$ cat src/bsp_pkg.sv
`default_nettype none
package bsp_pkg;

    // memory kinds of a page entry
    localparam logic [2:0] KIND_ROM  = 3'd0;
    localparam logic [2:0] KIND_RAM  = 3'd1;
    localparam logic [2:0] KIND_XRAM = 3'd2;
    localparam logic [2:0] KIND_WRAM = 3'd3;
    localparam logic [2:0] KIND_VROM = 3'd4;
    localparam logic [2:0] KIND_CRAM = 3'd5;
    localparam logic [2:0] KIND_VRAM = 3'd6;

    // command codes
    localparam logic [3:0] OP_ROM8    = 4'd0;
    localparam logic [3:0] OP_ROM16   = 4'd1;
    localparam logic [3:0] OP_ROM32   = 4'd2;
    localparam logic [3:0] OP_WRAM    = 4'd3;
    localparam logic [3:0] OP_VROM1   = 4'd4;
    localparam logic [3:0] OP_VROM2   = 4'd5;
    localparam logic [3:0] OP_VROM4   = 4'd6;
    localparam logic [3:0] OP_VROM8   = 4'd7;
    localparam logic [3:0] OP_CRAM1   = 4'd8;
    localparam logic [3:0] OP_CRAM2   = 4'd9;
    localparam logic [3:0] OP_CRAM4   = 4'd10;
    localparam logic [3:0] OP_CRAM8   = 4'd11;
    localparam logic [3:0] OP_VRAM    = 4'd12;
    localparam logic [3:0] OP_MIRROR  = 4'd13;
    localparam logic [3:0] OP_NT      = 4'd14;

    // mirroring modes
    localparam logic [2:0] MIR_VERT   = 3'd0;
    localparam logic [2:0] MIR_HORZ   = 3'd1;
    localparam logic [2:0] MIR_HIGH   = 3'd2;
    localparam logic [2:0] MIR_LOW    = 3'd3;
    localparam logic [2:0] MIR_FOUR   = 3'd4;

    localparam int CPU_PAGES = 8;
    localparam int PPU_PAGES = 16;

    // one queued command, already classified
    typedef struct packed {
        logic [2:0]  kind;
        logic        tsel;
        logic        mirror;
        logic [3:0]  first;
        logic [1:0]  clog;
        logic [2:0]  last_idx;
        logic [11:0] bank;
        logic [7:0]  nt;
    } bsp_cmd_t;

    // command queue head as seen by the back end
    typedef struct packed {
        logic     empty;
        bsp_cmd_t cmd;
    } bsp_qhead_t;

    typedef enum logic [1:0] {
        B_IDLE,
        B_START,
        B_DIV,
        B_EMIT
    } bsp_bstate_t;

    // nametable banks {nt3, nt2, nt1, nt0} of a mirroring mode
    function automatic logic [7:0] mirror_nt(input logic [2:0] mode);
        logic [7:0] r;
        r = 8'h00;
        unique case (mode)
            MIR_VERT: r = 8'b01_00_01_00;
            MIR_HORZ: r = 8'b01_01_00_00;
            MIR_HIGH: r = 8'b01_01_01_01;
            MIR_LOW:  r = 8'b00_00_00_00;
            MIR_FOUR: r = 8'b11_10_01_00;
            default:  r = 8'h00;
        endcase
        return r;
    endfunction

endpackage
`default_nettype wire

$ cat src/bsp_front.sv
`default_nettype none
module bsp_front (
    input  wire logic               clk,
    input  wire logic               rst_n,
    input  wire logic               push,
    output logic                    full,
    input  wire logic [3:0]         operation,
    input  wire logic [3:0]         page,
    input  wire logic [11:0]        bank,
    input  wire logic [2:0]         mirror_mode,
    input  wire logic [1:0]         nt_bank0,
    input  wire logic [1:0]         nt_bank1,
    input  wire logic [1:0]         nt_bank2,
    input  wire logic [1:0]         nt_bank3,
    input  wire logic               vrom_none,
    output bsp_pkg::bsp_qhead_t     head,
    input  wire logic               head_pop
);

    bsp_pkg::bsp_cmd_t q_reg [2];
    logic              wr_ptr_reg, wr_ptr_next;
    logic              rd_ptr_reg, rd_ptr_next;
    logic [1:0]        cnt_reg, cnt_next;
    bsp_pkg::bsp_cmd_t cmd;
    logic              keep;
    logic              enq;
    logic              deq;

    // classify the incoming command
    always_comb
    begin
        cmd          = '0;
        keep         = 1'b1;
        cmd.first    = page;
        cmd.bank     = bank;
        cmd.nt       = {nt_bank3, nt_bank2, nt_bank1, nt_bank0};
        case (operation)
            bsp_pkg::OP_ROM8, bsp_pkg::OP_ROM16, bsp_pkg::OP_ROM32:
            begin
                cmd.kind     = bsp_pkg::KIND_ROM;
                cmd.clog     = operation[1:0];
                cmd.last_idx = 3'((1 << operation[1:0]) - 1);
                if (operation == bsp_pkg::OP_ROM32)
                    cmd.first = 4'd4;
            end
            bsp_pkg::OP_WRAM:
            begin
                cmd.kind = bsp_pkg::KIND_WRAM;
            end
            bsp_pkg::OP_VROM1, bsp_pkg::OP_VROM2, bsp_pkg::OP_VROM4, bsp_pkg::OP_VROM8,
            bsp_pkg::OP_CRAM1, bsp_pkg::OP_CRAM2, bsp_pkg::OP_CRAM4, bsp_pkg::OP_CRAM8:
            begin
                cmd.tsel     = 1'b1;
                cmd.kind     = (!operation[3] && !vrom_none) ? bsp_pkg::KIND_VROM
                                                             : bsp_pkg::KIND_CRAM;
                cmd.clog     = operation[1:0];
                cmd.last_idx = 3'((1 << operation[1:0]) - 1);
                if (operation[1:0] == 2'd3)
                    cmd.first = 4'd0;
            end
            bsp_pkg::OP_VRAM:
            begin
                cmd.tsel = 1'b1;
                cmd.kind = bsp_pkg::KIND_VRAM;
            end
            bsp_pkg::OP_MIRROR, bsp_pkg::OP_NT:
            begin
                cmd.tsel     = 1'b1;
                cmd.kind     = bsp_pkg::KIND_VRAM;
                cmd.mirror   = 1'b1;
                cmd.first    = 4'd8;
                cmd.last_idx = 3'd7;
                if (operation == bsp_pkg::OP_MIRROR)
                begin
                    cmd.nt = bsp_pkg::mirror_nt(mirror_mode);
                    keep   = (mirror_mode <= bsp_pkg::MIR_FOUR);
                end
            end
            default: keep = 1'b0;
        endcase
    end

    assign full        = (cnt_reg == 2'd2);
    assign enq         = push && !full && keep;
    assign deq         = head_pop && (cnt_reg != 2'd0);
    assign head.empty  = (cnt_reg == 2'd0);
    assign head.cmd    = q_reg[rd_ptr_reg];

    always_comb
    begin
        wr_ptr_next = enq ? !wr_ptr_reg : wr_ptr_reg;
        rd_ptr_next = deq ? !rd_ptr_reg : rd_ptr_reg;
        cnt_next    = 2'(cnt_reg + {1'b0, enq} - {1'b0, deq});
    end

    // advance queue pointers
    always_ff @(posedge clk or negedge rst_n)
    begin
        if (!rst_n)
        begin
            wr_ptr_reg <= 1'b0;
            rd_ptr_reg <= 1'b0;
            cnt_reg    <= 2'd0;
        end
        else
        begin
            wr_ptr_reg <= wr_ptr_next;
            rd_ptr_reg <= rd_ptr_next;
            cnt_reg    <= cnt_next;
        end
    end

    // store the classified command
    always_ff @(posedge clk)
    begin
        if (enq)
            q_reg[wr_ptr_reg] <= cmd;
    end

endmodule
`default_nettype wire

$ cat src/bsp_div.sv
`default_nettype none
module bsp_div (
    input  wire logic        clk,
    input  wire logic        rst_n,
    input  wire logic        start,
    input  wire logic [14:0] dividend,
    input  wire logic [11:0] divisor,
    output logic             done,
    output logic [11:0]      rem
);

    logic [11:0] rem_reg, rem_next;
    logic [14:0] dvd_reg, dvd_next;
    logic [11:0] dsr_reg;
    logic [3:0]  cnt_reg, cnt_next;
    logic        busy_reg, busy_next;
    logic        done_reg, done_next;
    logic [12:0] trial;

    // one restoring step per cycle, MSB first
    always_comb
    begin
        trial     = {rem_reg, dvd_reg[14]};
        rem_next  = rem_reg;
        dvd_next  = dvd_reg;
        cnt_next  = cnt_reg;
        busy_next = busy_reg;
        done_next = 1'b0;
        if (start)
        begin
            rem_next  = 12'd0;
            dvd_next  = dividend;
            cnt_next  = 4'd14;
            busy_next = 1'b1;
        end
        else if (busy_reg)
        begin
            if (trial >= {1'b0, dsr_reg})
                rem_next = 12'(trial - {1'b0, dsr_reg});
            else
                rem_next = trial[11:0];
            dvd_next = {dvd_reg[13:0], 1'b0};
            cnt_next = 4'(cnt_reg - 4'd1);
            if (cnt_reg == 4'd0)
            begin
                busy_next = 1'b0;
                done_next = 1'b1;
            end
        end
    end

    always_ff @(posedge clk or negedge rst_n)
    begin
        if (!rst_n)
        begin
            busy_reg <= 1'b0;
            done_reg <= 1'b0;
            cnt_reg  <= 4'd0;
        end
        else
        begin
            busy_reg <= busy_next;
            done_reg <= done_next;
            cnt_reg  <= cnt_next;
        end
    end

    always_ff @(posedge clk)
    begin
        rem_reg <= rem_next;
        dvd_reg <= dvd_next;
        if (start)
            dsr_reg <= divisor;
    end

    assign done = done_reg;
    assign rem  = rem_reg;

endmodule
`default_nettype wire

$ cat src/bsp_back.sv
`default_nettype none
module bsp_back (
    input  wire logic               clk,
    input  wire logic               rst_n,
    input  wire bsp_pkg::bsp_qhead_t head,
    output logic                    head_pop,
    input  wire logic [9:0]         rom_banks,
    input  wire logic [11:0]        vrom_banks,
    output logic                    out_valid,
    input  wire logic               out_pop,
    output logic                    table_select,
    output logic [3:0]              slot,
    output logic [2:0]              memory_kind,
    output logic [21:0]             byte_offset,
    output logic                    cpu_flush,
    output logic                    last
);

    bsp_pkg::bsp_bstate_t state_reg, state_next;
    bsp_pkg::bsp_cmd_t    cmd_reg;
    logic [2:0]           idx_reg, idx_next;
    logic                 load_cmd;
    logic [2:0]           cpu_kind_reg [bsp_pkg::CPU_PAGES];
    logic [21:0]          cpu_off_reg  [bsp_pkg::CPU_PAGES];
    logic                 ov_reg, ov_next;
    logic                 emit;
    logic [14:0]          value;
    logic [1:0]           nt_sel;
    logic [3:0]           eslot;
    logic [21:0]          offset;
    logic                 flush;
    logic [11:0]          rom_mod;
    logic [11:0]          vrom_n;
    logic [11:0]          divisor;
    logic                 need_div;
    logic                 div_start;
    logic                 div_done;
    logic [11:0]          rem;

    bsp_div u_div (
        .clk      (clk),
        .rst_n    (rst_n),
        .start    (div_start),
        .dividend (value),
        .divisor  (divisor),
        .done     (div_done),
        .rem      (rem)
    );

    // entry value, slot and moduli
    always_comb
    begin
        nt_sel  = idx_reg[1:0];
        value   = 15'(({3'b000, cmd_reg.bank} << cmd_reg.clog) | {12'd0, idx_reg});
        if (cmd_reg.mirror)
            value = {13'd0, cmd_reg.nt[{nt_sel, 1'b0} +: 2]};
        eslot   = 4'(cmd_reg.first + {1'b0, idx_reg});
        if (!cmd_reg.tsel)
            eslot = {1'b0, eslot[2:0]};
        rom_mod = (rom_banks == 10'd0) ? 12'd1 :
                  (rom_banks > 10'd512) ? 12'd512 : {2'b00, rom_banks};
        vrom_n  = (vrom_banks > 12'd2048) ? 12'd2048 : vrom_banks;
        divisor  = (cmd_reg.kind == bsp_pkg::KIND_ROM) ? rom_mod : vrom_n;
        need_div = (cmd_reg.kind == bsp_pkg::KIND_ROM) ||
                   (cmd_reg.kind == bsp_pkg::KIND_VROM);
    end

    // byte offset of the entry and its flush flag
    always_comb
    begin
        case (cmd_reg.kind)
            bsp_pkg::KIND_ROM:  offset = {rem[8:0], 13'd0};
            bsp_pkg::KIND_WRAM: offset = {2'b00, value[6:0], 13'd0};
            bsp_pkg::KIND_VROM: offset = {1'b0, rem[10:0], 10'd0};
            bsp_pkg::KIND_CRAM: offset = {7'd0, value[4:0], 10'd0};
            default:            offset = {10'd0, value[1:0], 10'd0};
        endcase
        flush = (cmd_reg.kind == bsp_pkg::KIND_ROM) &&
                ((cpu_kind_reg[eslot[2:0]] != bsp_pkg::KIND_ROM) ||
                 (cpu_off_reg[eslot[2:0]] != offset));
    end

    // sequencer over the entries of one command
    always_comb
    begin
        state_next = state_reg;
        idx_next   = idx_reg;
        load_cmd   = 1'b0;
        head_pop   = 1'b0;
        div_start  = 1'b0;
        emit       = 1'b0;
        ov_next    = ov_reg && !out_pop;
        unique case (state_reg)
            bsp_pkg::B_IDLE:
            begin
                if (!head.empty)
                begin
                    load_cmd   = 1'b1;
                    head_pop   = 1'b1;
                    idx_next   = 3'd0;
                    state_next = bsp_pkg::B_START;
                end
            end
            bsp_pkg::B_START:
            begin
                if (need_div)
                begin
                    div_start  = 1'b1;
                    state_next = bsp_pkg::B_DIV;
                end
                else
                    state_next = bsp_pkg::B_EMIT;
            end
            bsp_pkg::B_DIV:
            begin
                if (div_done)
                    state_next = bsp_pkg::B_EMIT;
            end
            bsp_pkg::B_EMIT:
            begin
                if (!ov_reg)
                begin
                    emit    = 1'b1;
                    ov_next = 1'b1;
                    if (idx_reg == cmd_reg.last_idx)
                        state_next = bsp_pkg::B_IDLE;
                    else
                    begin
                        idx_next   = 3'(idx_reg + 3'd1);
                        state_next = bsp_pkg::B_START;
                    end
                end
            end
            default: state_next = bsp_pkg::B_IDLE;
        endcase
    end

    always_ff @(posedge clk or negedge rst_n)
    begin
        if (!rst_n)
        begin
            state_reg <= bsp_pkg::B_IDLE;
            idx_reg   <= 3'd0;
            ov_reg    <= 1'b0;
        end
        else
        begin
            state_reg <= state_next;
            idx_reg   <= idx_next;
            ov_reg    <= ov_next;
        end
    end

    // hold the command and the result payload
    always_ff @(posedge clk)
    begin
        if (load_cmd)
            cmd_reg <= head.cmd;
        if (emit)
        begin
            table_select <= cmd_reg.tsel;
            slot         <= eslot;
            memory_kind  <= cmd_reg.kind;
            byte_offset  <= offset;
            cpu_flush    <= flush;
            last         <= (idx_reg == cmd_reg.last_idx);
        end
    end

    // CPU page table, compared on ROM writes
    always_ff @(posedge clk or negedge rst_n)
    begin
        if (!rst_n)
        begin
            cpu_kind_reg[0] <= bsp_pkg::KIND_RAM;
            cpu_kind_reg[1] <= bsp_pkg::KIND_XRAM;
            cpu_kind_reg[2] <= bsp_pkg::KIND_XRAM;
            cpu_kind_reg[3] <= bsp_pkg::KIND_WRAM;
            cpu_kind_reg[4] <= bsp_pkg::KIND_ROM;
            cpu_kind_reg[5] <= bsp_pkg::KIND_ROM;
            cpu_kind_reg[6] <= bsp_pkg::KIND_ROM;
            cpu_kind_reg[7] <= bsp_pkg::KIND_ROM;
            cpu_off_reg[0]  <= 22'd0;
            cpu_off_reg[1]  <= 22'd0;
            cpu_off_reg[2]  <= 22'd0;
            cpu_off_reg[3]  <= 22'd0;
            cpu_off_reg[4]  <= 22'd0;
            cpu_off_reg[5]  <= 22'h002000;
            cpu_off_reg[6]  <= 22'd0;
            cpu_off_reg[7]  <= 22'h002000;
        end
        else if (emit && !cmd_reg.tsel)
        begin
            cpu_kind_reg[eslot[2:0]] <= cmd_reg.kind;
            cpu_off_reg[eslot[2:0]]  <= offset;
        end
    end

    assign out_valid = ov_reg;

endmodule
`default_nettype wire

$ cat src/bank_switch_page_table_unit.sv
`default_nettype none
// Channel   Handshake           Payload
// command   push / full         operation page bank mirror_mode nt_bank0..3
// result    empty / pop         table_select slot memory_kind byte_offset cpu_flush last
// config    APB psel/penable    paddr pwdata prdata pready (always ready)
//
// A command is queued in the front end; the back end loads it, then for each
// entry passes through start and emit, waiting between them on the bit-serial
// remainder unit for ROM and VROM entries.
// Two commands queue ahead of the back end; full rises when both are taken.
// A result waits in the output register until popped; the back end stalls.
// Reset is asynchronous and loads the power-on page table at once.
module bank_switch_page_table_unit (
    input  wire logic        clk,
    input  wire logic        rst_n,
    input  wire logic        push,
    output logic             full,
    input  wire logic [3:0]  operation,
    input  wire logic [3:0]  page,
    input  wire logic [11:0] bank,
    input  wire logic [2:0]  mirror_mode,
    input  wire logic [1:0]  nt_bank0,
    input  wire logic [1:0]  nt_bank1,
    input  wire logic [1:0]  nt_bank2,
    input  wire logic [1:0]  nt_bank3,
    output logic             empty,
    input  wire logic        pop,
    output logic             table_select,
    output logic [3:0]       slot,
    output logic [2:0]       memory_kind,
    output logic [21:0]      byte_offset,
    output logic             cpu_flush,
    output logic             last,
    input  wire logic        psel,
    input  wire logic        penable,
    input  wire logic        pwrite,
    input  wire logic [2:0]  paddr,
    input  wire logic [31:0] pwdata,
    output logic [31:0]      prdata,
    output logic             pready
);

    logic [9:0]          rom_reg;
    logic [11:0]         vrom_reg;
    logic                cfg_wr;
    bsp_pkg::bsp_qhead_t head;
    logic                head_pop;
    logic                out_valid;

    // configuration registers
    assign pready = 1'b1;
    assign cfg_wr = psel && penable && pwrite;

    always_ff @(posedge clk or negedge rst_n)
    begin
        if (!rst_n)
        begin
            rom_reg  <= 10'd2;
            vrom_reg <= 12'd0;
        end
        else if (cfg_wr)
        begin
            if (paddr[2])
                vrom_reg <= pwdata[11:0];
            else
                rom_reg  <= pwdata[9:0];
        end
    end

    assign prdata = paddr[2] ? {20'd0, vrom_reg} : {22'd0, rom_reg};

    bsp_front u_front (
        .clk         (clk),
        .rst_n       (rst_n),
        .push        (push),
        .full        (full),
        .operation   (operation),
        .page        (page),
        .bank        (bank),
        .mirror_mode (mirror_mode),
        .nt_bank0    (nt_bank0),
        .nt_bank1    (nt_bank1),
        .nt_bank2    (nt_bank2),
        .nt_bank3    (nt_bank3),
        .vrom_none   (vrom_reg == 12'd0),
        .head        (head),
        .head_pop    (head_pop)
    );

    bsp_back u_back (
        .clk          (clk),
        .rst_n        (rst_n),
        .head         (head),
        .head_pop     (head_pop),
        .rom_banks    (rom_reg),
        .vrom_banks   (vrom_reg),
        .out_valid    (out_valid),
        .out_pop      (pop),
        .table_select (table_select),
        .slot         (slot),
        .memory_kind  (memory_kind),
        .byte_offset  (byte_offset),
        .cpu_flush    (cpu_flush),
        .last         (last)
    );

    assign empty = !out_valid;

endmodule
`default_nettype wire

$ cat config.mk
export PLATFORM = sky130hd
export DESIGN_NAME = bank_switch_page_table_unit
export DESIGN_NICKNAME = d
export VERILOG_FILES = /design/src/bsp_pkg.sv /design/src/bsp_front.sv /design/src/bsp_div.sv /design/src/bsp_back.sv /design/src/bank_switch_page_table_unit.sv
export SDC_FILE = /design/constraint.sdc
export NUM_CORES = 1
export LEC_CHECK = 0
export BUFFER_PORTS_ARGS = -buffer_cell sky130_fd_sc_hd__buf_4
export CORE_MARGIN = 3
export CORE_UTILIZATION = 40
export CTS_BUF_LIST = sky130_fd_sc_hd__clkbuf_8
export CTS_CLUSTER_DIAMETER = 40
export DETAILED_ROUTE_END_ITERATION = 10
export GPL_ROUTABILITY_DRIVEN = 0
export GPL_TIMING_DRIVEN = 1
export PLACE_DENSITY = 0.66
export REMOVE_ABC_BUFFERS = 1
export SETUP_SLACK_MARGIN = 0.3
export SYNTH_ARGS = -nofsm -noshare
export SYNTH_HDL_FRONTEND = slang
export SYNTH_SLANG_ARGS = --single-unit
$ cat constraint.sdc
create_clock -name clk -period 5.2 [get_ports clk]
set_input_delay 0.52 -clock clk [delete_from_list [all_inputs] [get_ports clk]]
set_output_delay 0.52 -clock clk [all_outputs]
set_load 0.03 [all_outputs]
==> flow_summary.toml, run 1 <==
[setup_path]
worstPathRequired_ps = 5530
cp_common_cell = "o21ai_0"
end_kind = "flip-flop"
critPathArrivalTime_ps = 4270
crit_family = "adder cells"
r2r_start = "u_back.idx_reg[0]$_DFFE_PN0P_"
r2r_setup_slack_ps = 1260
cp_num_buf_inv = 2
worst-path-max-fanout = 19
r2r_end = "u_back.cpu_flush$_DFFE_PP_"
path_cells = "ha_2, fa_1, xnor2_2, inv_2, buf_4, mux4_2, xnor2_1, o21ai_0, o21ai_0, nor4_1, a311oi_1"
slowest_delay_ps = 540
reg2reg_depth = 11
critPathKind = "reg2reg"
slowest_stage = "dfrtp_1"
cp-start-kind = "flip-flop"

[drt]
wl_per_cell_um = 16.8
drtAntennaViolNets = 0
viasPerCell = 5.13
vias = 9525
dr.pass1.iters = 5
routed_wl_um = 31200
drc_errors = 0
drt_iter0_drc = 627

[timing]
worstMarginPinSlew_ps = 1050
fmax_mhz = 254
rsz0062_at_grt = "false"
setup_viol = 0
skew_ps = 16.7
drv_slew = 0
fin_crit_sh_pct = 75.8
min_period_ps = 3940
timing.hold.ws_ps = 10.2
worst_slack_ps = 1260
slew_headroom_pct = 30.2
hold_viol_final = 0
final.setup.tns_ps = 0

[yosys]
ys_warn_count = 0
netlist_top_cells_area = "edfxtp_1 30%, dfrtp_1 25%, mux2_2 6.5%"
synth_edf_count = 151
ys_ff_latch = 321
ys_seq_area_share_pct = 58.3
syn_avg_cell_area_um2 = 12.0
yosys.area.top_type = "edfxtp_1"
synthArstFlopShare_pct = 49.2
yosysTopAreaCellShare_pct = 30.2
netlist_instances = 1247
synthDistinctLibCells = 69
synthTopCellsByCount = "162 x nand2_1, 151 x edfxtp_1, 150 x dfrtp_1"
synth_area_um2 = 15000
synth.most_common_cell = "nand2_1"
ys.flop_type = "edfxtp_1"

[global_routing]
grt_start_max_net_pins = 111
grt_pass1_wl_um = 51000
grt_pass1_vias = 9658
antenna_found_initial = 0
grt_use_total_pct = 16.0
grt-ovfl-total = 0

[placement]
portBuffers = 86
post-place-ws_ps = 1260
placed_cell_area_um2 = 16000
place_hpwl_um = 20700
dpl.cell_count = 1758

[finish]
antenna_cells = 0
final_nets = 1448
stdcell_count = 1858
drive_above_1_share_pct = 22.9
largest_reg_flops = 96
area_growth_pct = 13.8
postLayoutCoreUtil_pct = 46.4
design_area_um2 = 17100
fill_cells = 3324

[pwr]
p_per_area_nw_per_um2 = 611
seqPwrFrac_pct = 40.7
p_leak_nw = 7.30
clockPowerShare_pct = 21.3
finalPower_mw = 10.4
p_int_mw = 6.58
power.share.switching_pct = 36.8
vdd_drop_max_v = 0.000239
p_switching_mw = 3.84
combPwrFrac_pct = 38.0

[die]
chipHeight_um = 200
core_area_um2 = 36800
start_util_pct = 40.8
dieArea_um2 = 39800
io_pins = 140
die_x_um = 200
rows = 70

[clock_tree]
cts_root_buf = "clkbuf_8"
cts-buffers-inserted = 53
clkTransAtPathRegs_ps = 60
clock_latency_ps = 610
clock_path_buffers = 3
ctsHoldBuffers = 0
cts.sinks = 321
post_cts_buffers = 0
cts_resized = 0
cts_tree = "done"
htree_num_levels = 2

[hold_path]
hp-class = "in2async"

[run_status]
status = "completed"

[job]
drv_cap = 0
-- final cells by class --
type | instances | area [um^2] | share of cell area (%)
clock buffers | 63 | 867 | 5.08
inverters | 56 | 210 | 1.23
flip-flops and latches | 321 | 8740 | 51.2
repair buffers | 103 | 777 | 4.55
well taps | 468 | 586 | 3.43
multi-input cells | 810 | 5670 | 33.2
clock inverters | 37 | 220 | 1.29
-- per-layer routing --
| metal | vias up | wire, um | global-route usage, % |
|---|---|---|---|
| li1 | 4611 | - | - |
| met1 | 4665 | 14500 | 22.4 |
| met2 | 198 | 14700 | 25.8 |
| met3 | 51 | 1410 | 2.70 |
| met4 | 0 | 630 | 4.78 |
| met5 | - | 0 | 0 |
-- power groups by stage --
stage               clock, mW  combinational, mW  sequential (mW)
global placement            0               3.88             4.24
floorplan                   0               2.79             4.24
finish                   2.22               3.96             4.24
CTS                      2.28               4.01             4.24
detailed placement          0               3.98             4.28
global route             2.40               4.40             4.34
-- how the worst max path moves through the flow --
stage                                       to  slack, ps                          start  cells past startpoint
global placement    u_back.cpu_flush$_DFFE_PP_       1300  u_back.idx_reg[0]$_DFFE_PN0P_                     11
finish              u_back.cpu_flush$_DFFE_PP_       1260  u_back.idx_reg[0]$_DFFE_PN0P_                     11
global route        u_back.cpu_flush$_DFFE_PP_       1050  u_back.idx_reg[0]$_DFFE_PN0P_                     11
floorplan           u_back.cpu_flush$_DFFE_PP_       1550  u_back.idx_reg[0]$_DFFE_PN0P_                      7
CTS                 u_back.cpu_flush$_DFFE_PP_       1240  u_back.idx_reg[0]$_DFFE_PN0P_                     11
detailed placement  u_back.cpu_flush$_DFFE_PP_       1260  u_back.idx_reg[0]$_DFFE_PN0P_                     11
-- cell families after synthesis --
logic type,Yosys count,synth area share (%)
compound gates,233,9.40
other cells,2,0.0501
simple gates,331,9.61
buf+inv,145,4.91
fa+ha+maj,31,2.67
xor+xnor,36,2.15
mux,148,12.9
flops,321,58.3
-- placed cells by master, fill, tap and decap left out, drive strengths merged, types with 28 or more instances in the layout --
cell type | synthesis | final
nor2 | 78 | 78
mux2i | 34 | 34
ha | 28 | 28
nand2 | 162 | 162
inv | 56 | 85
conb | 2 | 31
a21oi | 69 | 69
buf | 50 | 103
clkbuf | 39 | 63
edfxtp | 151 | 151
dfrtp | 150 | 150
o21ai | 106 | 106
mux2 | 87 | 87
Note: power is estimated with default switching activity, not from simulation.
==> run 2, diff against run 1 <==
--- a/config.mk
+++ b/config.mk
@@ -5,6 +5,7 @@
 export SDC_FILE = /design/constraint.sdc
 export NUM_CORES = 1
 export LEC_CHECK = 0
+export ABC_AREA = 1
 export BUFFER_PORTS_ARGS = -buffer_cell sky130_fd_sc_hd__buf_4
 export CORE_MARGIN = 3
 export CORE_UTILIZATION = 40
@@ -13,7 +14,7 @@
 export DETAILED_ROUTE_END_ITERATION = 10
 export GPL_ROUTABILITY_DRIVEN = 0
 export GPL_TIMING_DRIVEN = 1
-export PLACE_DENSITY = 0.66
+export PLACE_DENSITY = 0.69
 export REMOVE_ABC_BUFFERS = 1
 export SETUP_SLACK_MARGIN = 0.3
 export SYNTH_ARGS = -nofsm -noshare
==> constraint.sdc (replaced) <==
create_clock -name clk -period 3.2 [get_ports clk]
set_input_delay 0.32 -clock clk [delete_from_list [all_inputs] [get_ports clk]]
set_output_delay 0.32 -clock clk [all_outputs]
set_load 0.03 [all_outputs]
==> flow_summary.toml, run 2 <==
[placement]
placed_cell_area_um2 = 16800
dpl.cell_count = 2337
place_hpwl_um = 25600
portBuffers = 86

[finish]
area_growth_pct = 15.8
final_common_cell = "nand2_1"
most-common-layout-cells = "536 x nand2_1, 204 x o21ai_0, 199 x inv_1"
postLayoutCoreUtil_pct = 47.5
design_area_um2 = 18100
largest_reg_flops = 96
stdcell_count = 2469
antenna_cells = 0
fill_cells = 3527
final_nets = 2017
drive_above_1_share_pct = 14.2

[timing]
slew_headroom_pct = 41.8
min_period_ps = 2780
skew_ps = 16.6
rsz0062_at_grt = "false"
timing.hold.ws_ps = 54.1
worstMarginPinSlew_ps = 870
fmax_mhz = 360
hold_viol_final = 0
fin_crit_sh_pct = 86.7
drv_slew = 0
setup_viol = 0

[hold_path]
min_to = "u_front.q_reg[0][2]$_DFFE_PP_"
holdPathStages = 3
min_from = "nt_bank1[0]"
hp-class = "in2reg"

[setup_path]
r2r_end = "u_back.cpu_flush$_DFFE_PP_"
worst-path-max-fanout = 11
r2r_start = "u_back.cmd_reg[25]$_DFFE_PP_"
critPathKind = "reg2reg"
reg2reg_depth = 11
r2r_setup_slack_ps = 420
cp-start-kind = "flip-flop"
critPathArrivalTime_ps = 3130
worstPathRequired_ps = 3550
end_kind = "flip-flop"

[drt]
drtAntennaViolNets = 0
drt_iter0_drc = 951
dr.pass1.iters = 5
wl_per_cell_um = 14.9
drc_errors = 0
routed_wl_um = 36700
vias = 12100
viasPerCell = 4.90

[die]
rows = 71
dieArea_um2 = 41500
chipHeight_um = 204
core_area_um2 = 38100
die_x_um = 204
io_pins = 140
start_util_pct = 41.0

[global_routing]
grtUsageMet1_pct = 23.3
grt-ovfl-total = 0
grt.met2_usage_pct = 30.1
grt_start_max_net_pins = 58
gr-usage-met3_pct = 3.19
grt_pass1_vias = 11800
grt_pass1_wl_um = 60100
busiest_layer = "met2"
grt_use_total_pct = 17.7
antenna_found_initial = 0

[yosys]
yosys.area.top_type = "edfxtp_1"
synth_area_um2 = 15600
ys_seq_area_share_pct = 55.9
synth.most_common_cell = "nand2_1"
ys_warn_count = 0
synthDistinctLibCells = 55
netlist_top_cells_area = "edfxtp_1 29%, dfrtp_1 24%, nand2_1 13%"
netlist_instances = 1767
syn_avg_cell_area_um2 = 8.84
synthArstFlopShare_pct = 49.2
synth_edf_count = 151
ys_ff_latch = 321
yosysTopAreaCellShare_pct = 29.0
ys.flop_type = "edfxtp_1"
synthTopCellsByCount = "538 x nand2_1, 204 x o21ai_0, 176 x inv_1"

[job]
drv_cap = 0

[run_status]
status = "completed"

[pwr]
p_per_area_nw_per_um2 = 961
p_leak_nw = 8.36
vdd_drop_max_v = 0.000602

[clock_tree]
clkTransAtPathRegs_ps = 60
cts_tree = "done"
cts-buffers-inserted = 55
clock_path_buffers = 3
cts_root_buf = "clkbuf_8"
cts.sinks = 321
htree_num_levels = 2
clock_latency_ps = 600
[run 2: worst max-delay path by stage]
stage	from	end	slack, ps
final	u_back.cmd_reg[25]$_DFFE_PP_	u_back.cpu_flush$_DFFE_PP_	420
after global routing	u_back.cmd_reg[25]$_DFFE_PP_	u_back.cpu_flush$_DFFE_PP_	300
after CTS	u_back.idx_reg[0]$_DFFE_PN0P_	u_back.cpu_flush$_DFFE_PP_	340
after detailed placement	u_back.idx_reg[0]$_DFFE_PN0P_	u_back.cpu_flush$_DFFE_PP_	280
after global placement	u_back.idx_reg[0]$_DFFE_PN0P_	u_back.cpu_flush$_DFFE_PP_	330
after floorplan	u_back.idx_reg[0]$_DFFE_PN0P_	u_back.cpu_kind_reg[0]$_DFFE_PN0P_	-520
[run 2: cell type report]
cell class / instances / area [um^2] / area share, %
timing repair buffer: 148 / 1210 / 6.71
tap: 511 / 639 / 3.53
inverter: 199 / 749 / 4.14
clock buffer: 59 / 812 / 4.49
multi-input combinational: 1189 / 5750 / 31.8
clock inverter: 42 / 194 / 1.07
sequential: 321 / 8740 / 48.3
[run 2: cells by family (layout without fill, tap and decap cells)]
group,after synthesis,count (layout),share of synthesized area (%)
AO/OA/AOI/OAI,316,316,11.4
buffers and inverters,287,448,8.28
other,2,31,0.0481
AND/OR/NAND/NOR,796,797,21.0
flip-flops,321,321,55.9
adder cells (fa/ha/maj),30,30,2.50
XOR/XNOR,14,14,0.785
multiplexers,1,1,0.0721
[run 2: report_power, final]
part           switching [mW]  leakage (nW)  internal (mW)
clock network            1.66         0.605           1.71
registers               0.675          3.58           5.86
logic                    4.99          4.17           2.50
[run 2: critical path, stage by stage, from the launching register on]
cell	delay [ps]
edfxtp_1	420
ha_4	190
fa_2	670
inv_1	130
buf_4	210
nor2_4	200
a22oi_1	120
nand2_1	90
xor2_1	160
nand4_1	140
nor2_1	140
nor2_1	40
[run 2: layer usage]
layer | share of wire, % | wire length, um
met4 | 1.9 | 716
met5 | 0 | 0
met3 | 6.2 | 2270
met1 | 44 | 16100
met2 | 48 | 17700
[run 2: what timing repair did]
action / 4_1_cts / 5_1_grt
cloned: 0 / 1
setup endpoints to repair: 1 / 1
pin swaps: 0 / 2
buffers inserted: 0 / 0
endpoints found under the hold margin: 104 / 0
hold buffers: 30 / 0
resized for setup: 1 / 7
[run 2: metrics by stage]
step	worst slack (ps)	power (mW)	setup TNS, ps
2_1_floorplan	-522	11.6	-14850
4_1_cts	340	17.4	0
5_1_grt	302	18.8	0
3_3_place_gp	331	13.8	0
6_report	424	17.4	0
3_5_place_dp	284	14.0	0
==> run 3, diff against run 2 <==
--- a/config.mk
+++ b/config.mk
@@ -7,13 +7,14 @@
 export LEC_CHECK = 0
 export ABC_AREA = 1
 export BUFFER_PORTS_ARGS = -buffer_cell sky130_fd_sc_hd__buf_4
+export CORE_ASPECT_RATIO = 1.25
 export CORE_MARGIN = 3
 export CORE_UTILIZATION = 40
 export CTS_BUF_LIST = sky130_fd_sc_hd__clkbuf_8
 export CTS_CLUSTER_DIAMETER = 40
 export DETAILED_ROUTE_END_ITERATION = 10
 export GPL_ROUTABILITY_DRIVEN = 0
-export GPL_TIMING_DRIVEN = 1
+export GPL_TIMING_DRIVEN = 0
 export PLACE_DENSITY = 0.69
 export REMOVE_ABC_BUFFERS = 1
 export SETUP_SLACK_MARGIN = 0.3
==> flow_summary.toml, run 3 (synthesis gave the netlist of run 2 again) <==
[finish]
most-common-layout-cells = "534 x nand2_1, 204 x o21ai_0, 194 x inv_1"
largest_reg_flops = 96
drive_above_1_share_pct = 14.6
fill_cells = 3561
antenna_cells = 0
final_common_cell = "nand2_1"
final_nets = 2011
area_growth_pct = 16.8

[drt]
viasPerCell = 4.92
wl_per_cell_um = 15.0
drt_iter0_drc = 801
routed_wl_um = 36700
vias = 12000
dr.pass1.iters = 6
drtAntennaViolNets = 0
drc_errors = 0

[setup_path]
cp-start-kind = "flip-flop"
end_kind = "flip-flop"
critPathArrivalTime_ps = 3310
worst-path-max-fanout = 8
critPathKind = "reg2reg"
r2r_start = "u_back.cmd_reg[25]$_DFFE_PP_"
worstPathRequired_ps = 3520
r2r_setup_slack_ps = 200
r2r_end = "u_back.cpu_flush$_DFFE_PP_"
reg2reg_depth = 14

[timing]
skew_ps = 39.2
worst_slack_ps = 203
drv_slew = 0
min_period_ps = 3000
slew_headroom_pct = 16.6
rsz0062_at_grt = "true"
worstMarginPinSlew_ps = 1250
setup_viol = 0
fin_crit_sh_pct = 93.7
hold_viol_final = 0
fmax_mhz = 334

[clock_tree]
clock_path_buffers = 3
clock_latency_ps = 610
cts-buffers-inserted = 54
htree_num_levels = 2
cts_tree = "done"
cts_root_buf = "clkbuf_8"
clkTransAtPathRegs_ps = 60
cts.sinks = 321

[run_status]
status = "completed"

[global_routing]
grt_use_total_pct = 17.7
grt-ovfl-total = 0
grt_pass1_vias = 11900
grt_start_max_net_pins = 105
antenna_found_initial = 0
grt_pass1_wl_um = 59700

[hold_path]
holdPathStages = 3
hp-class = "in2reg"
min_to = "u_front.q_reg[1][4]$_DFFE_PP_"
min_from = "nt_bank2[0]"

[pwr]
p_per_area_nw_per_um2 = 972
p_leak_nw = 8.36
finalPower_mw = 17.7
vdd_drop_max_v = 0.000653

[die]
io_pins = 140
start_util_pct = 40.8
chipHeight_um = 227
dieArea_um2 = 41500
core_area_um2 = 38300
die_x_um = 183
rows = 80

[placement]
post-place-ws_ps = -985
portBuffers = 86
place_hpwl_um = 24800

[job]
drv_cap = 0
==> run 3: worst max-delay path by stage <==
stage | startpoint | slack (ps) | end
final | u_back.cmd_reg[25]$_DFFE_PP_ | 200 | u_back.cpu_flush$_DFFE_PP_
after global routing | u_back.cmd_reg[25]$_DFFE_PP_ | 30 | u_back.cpu_flush$_DFFE_PP_
after CTS | u_back.idx_reg[0]$_DFFE_PN0P_ | 60 | u_back.cpu_flush$_DFFE_PP_
after detailed placement | u_back.idx_reg[0]$_DFFE_PN0P_ | -980 | u_back.cpu_flush$_DFFE_PP_
after global placement | u_back.idx_reg[0]$_DFFE_PN0P_ | -2620 | u_back.cpu_kind_reg[20]$_DFFE_PN0P_
after floorplan | u_back.idx_reg[0]$_DFFE_PN0P_ | -520 | u_back.cpu_kind_reg[0]$_DFFE_PN0P_
==> run 3: routing by layer <==
layer,global-route usage (%),part of all wire (%),vias up
met2,31.3,51,333
met4,7.96,4.1,0
met3,3.12,5.1,91
li1,-,-,5993
met5,0,0,-
met1,21.2,40,5617
==> run 3: timing repair <==
item | in CTS | in global routing
endpoints found under the setup margin | 176 | 67
gates resized for setup | 15 | 10
hold endpoints to repair | 109 | 0
hold buffers | 31 | 0
setup buffers | 10 | 8
pin swaps | 6 | 9
cloned | 2 | 0
==> run 3: final cells by class <==
cell class	count	area, um^2	share of cell area (%)
clock buffer	60	826	4.53
clock inverter	41	213	1.17
inverter	199	764	4.19
multi-input combinational	1189	5800	31.8
sequential	321	8740	47.9
tap	492	616	3.37
timing repair buffer	142	1280	7.03
timing repair inverter	1	5.00	0.0274
==> run 3: where the power goes <==
part,switching (mW),internal [mW]
clock network,1.64,1.81
logic,5.02,2.63
registers,0.766,5.86
total,7.43,10.3
==> run 3: stage by stage <==
| stage | instances | util (%) | hold WS (ps) | TNS (ps) | instance area (um^2) |
|---|---|---|---|---|---|
| 6_report | 2445 | 47.6 | 36.8 | 0 | 18200 |
| 5_1_grt | 2445 | 47.6 | 34.7 | 0 | 18200 |
| 3_3_place_gp | 2286 | 42.9 | 459 | -237150 | 16400 |
| 2_1_floorplan | 1708 | - | 24.4 | -14850 | 15200 |
| 3_5_place_dp | 2293 | 43.5 | 279 | -28050 | 16700 |
| 4_1_cts | 2437 | 47.3 | 0.353 | 0 | 18100 |
==> run 3: critical path: stages, from the launching register on <==
cell and delay (ps):
edfxtp_1 420, ha_4 190, fa_2 720, clkinvlp_4 170, buf_8 170, nor2_4 250
nand2_1 100, nand2_1 90, nor2_1 50, nand3_1 110, nand3_1 110, nor2_1 110
nand3_1 70, nor2_1 80, nor2_1 60
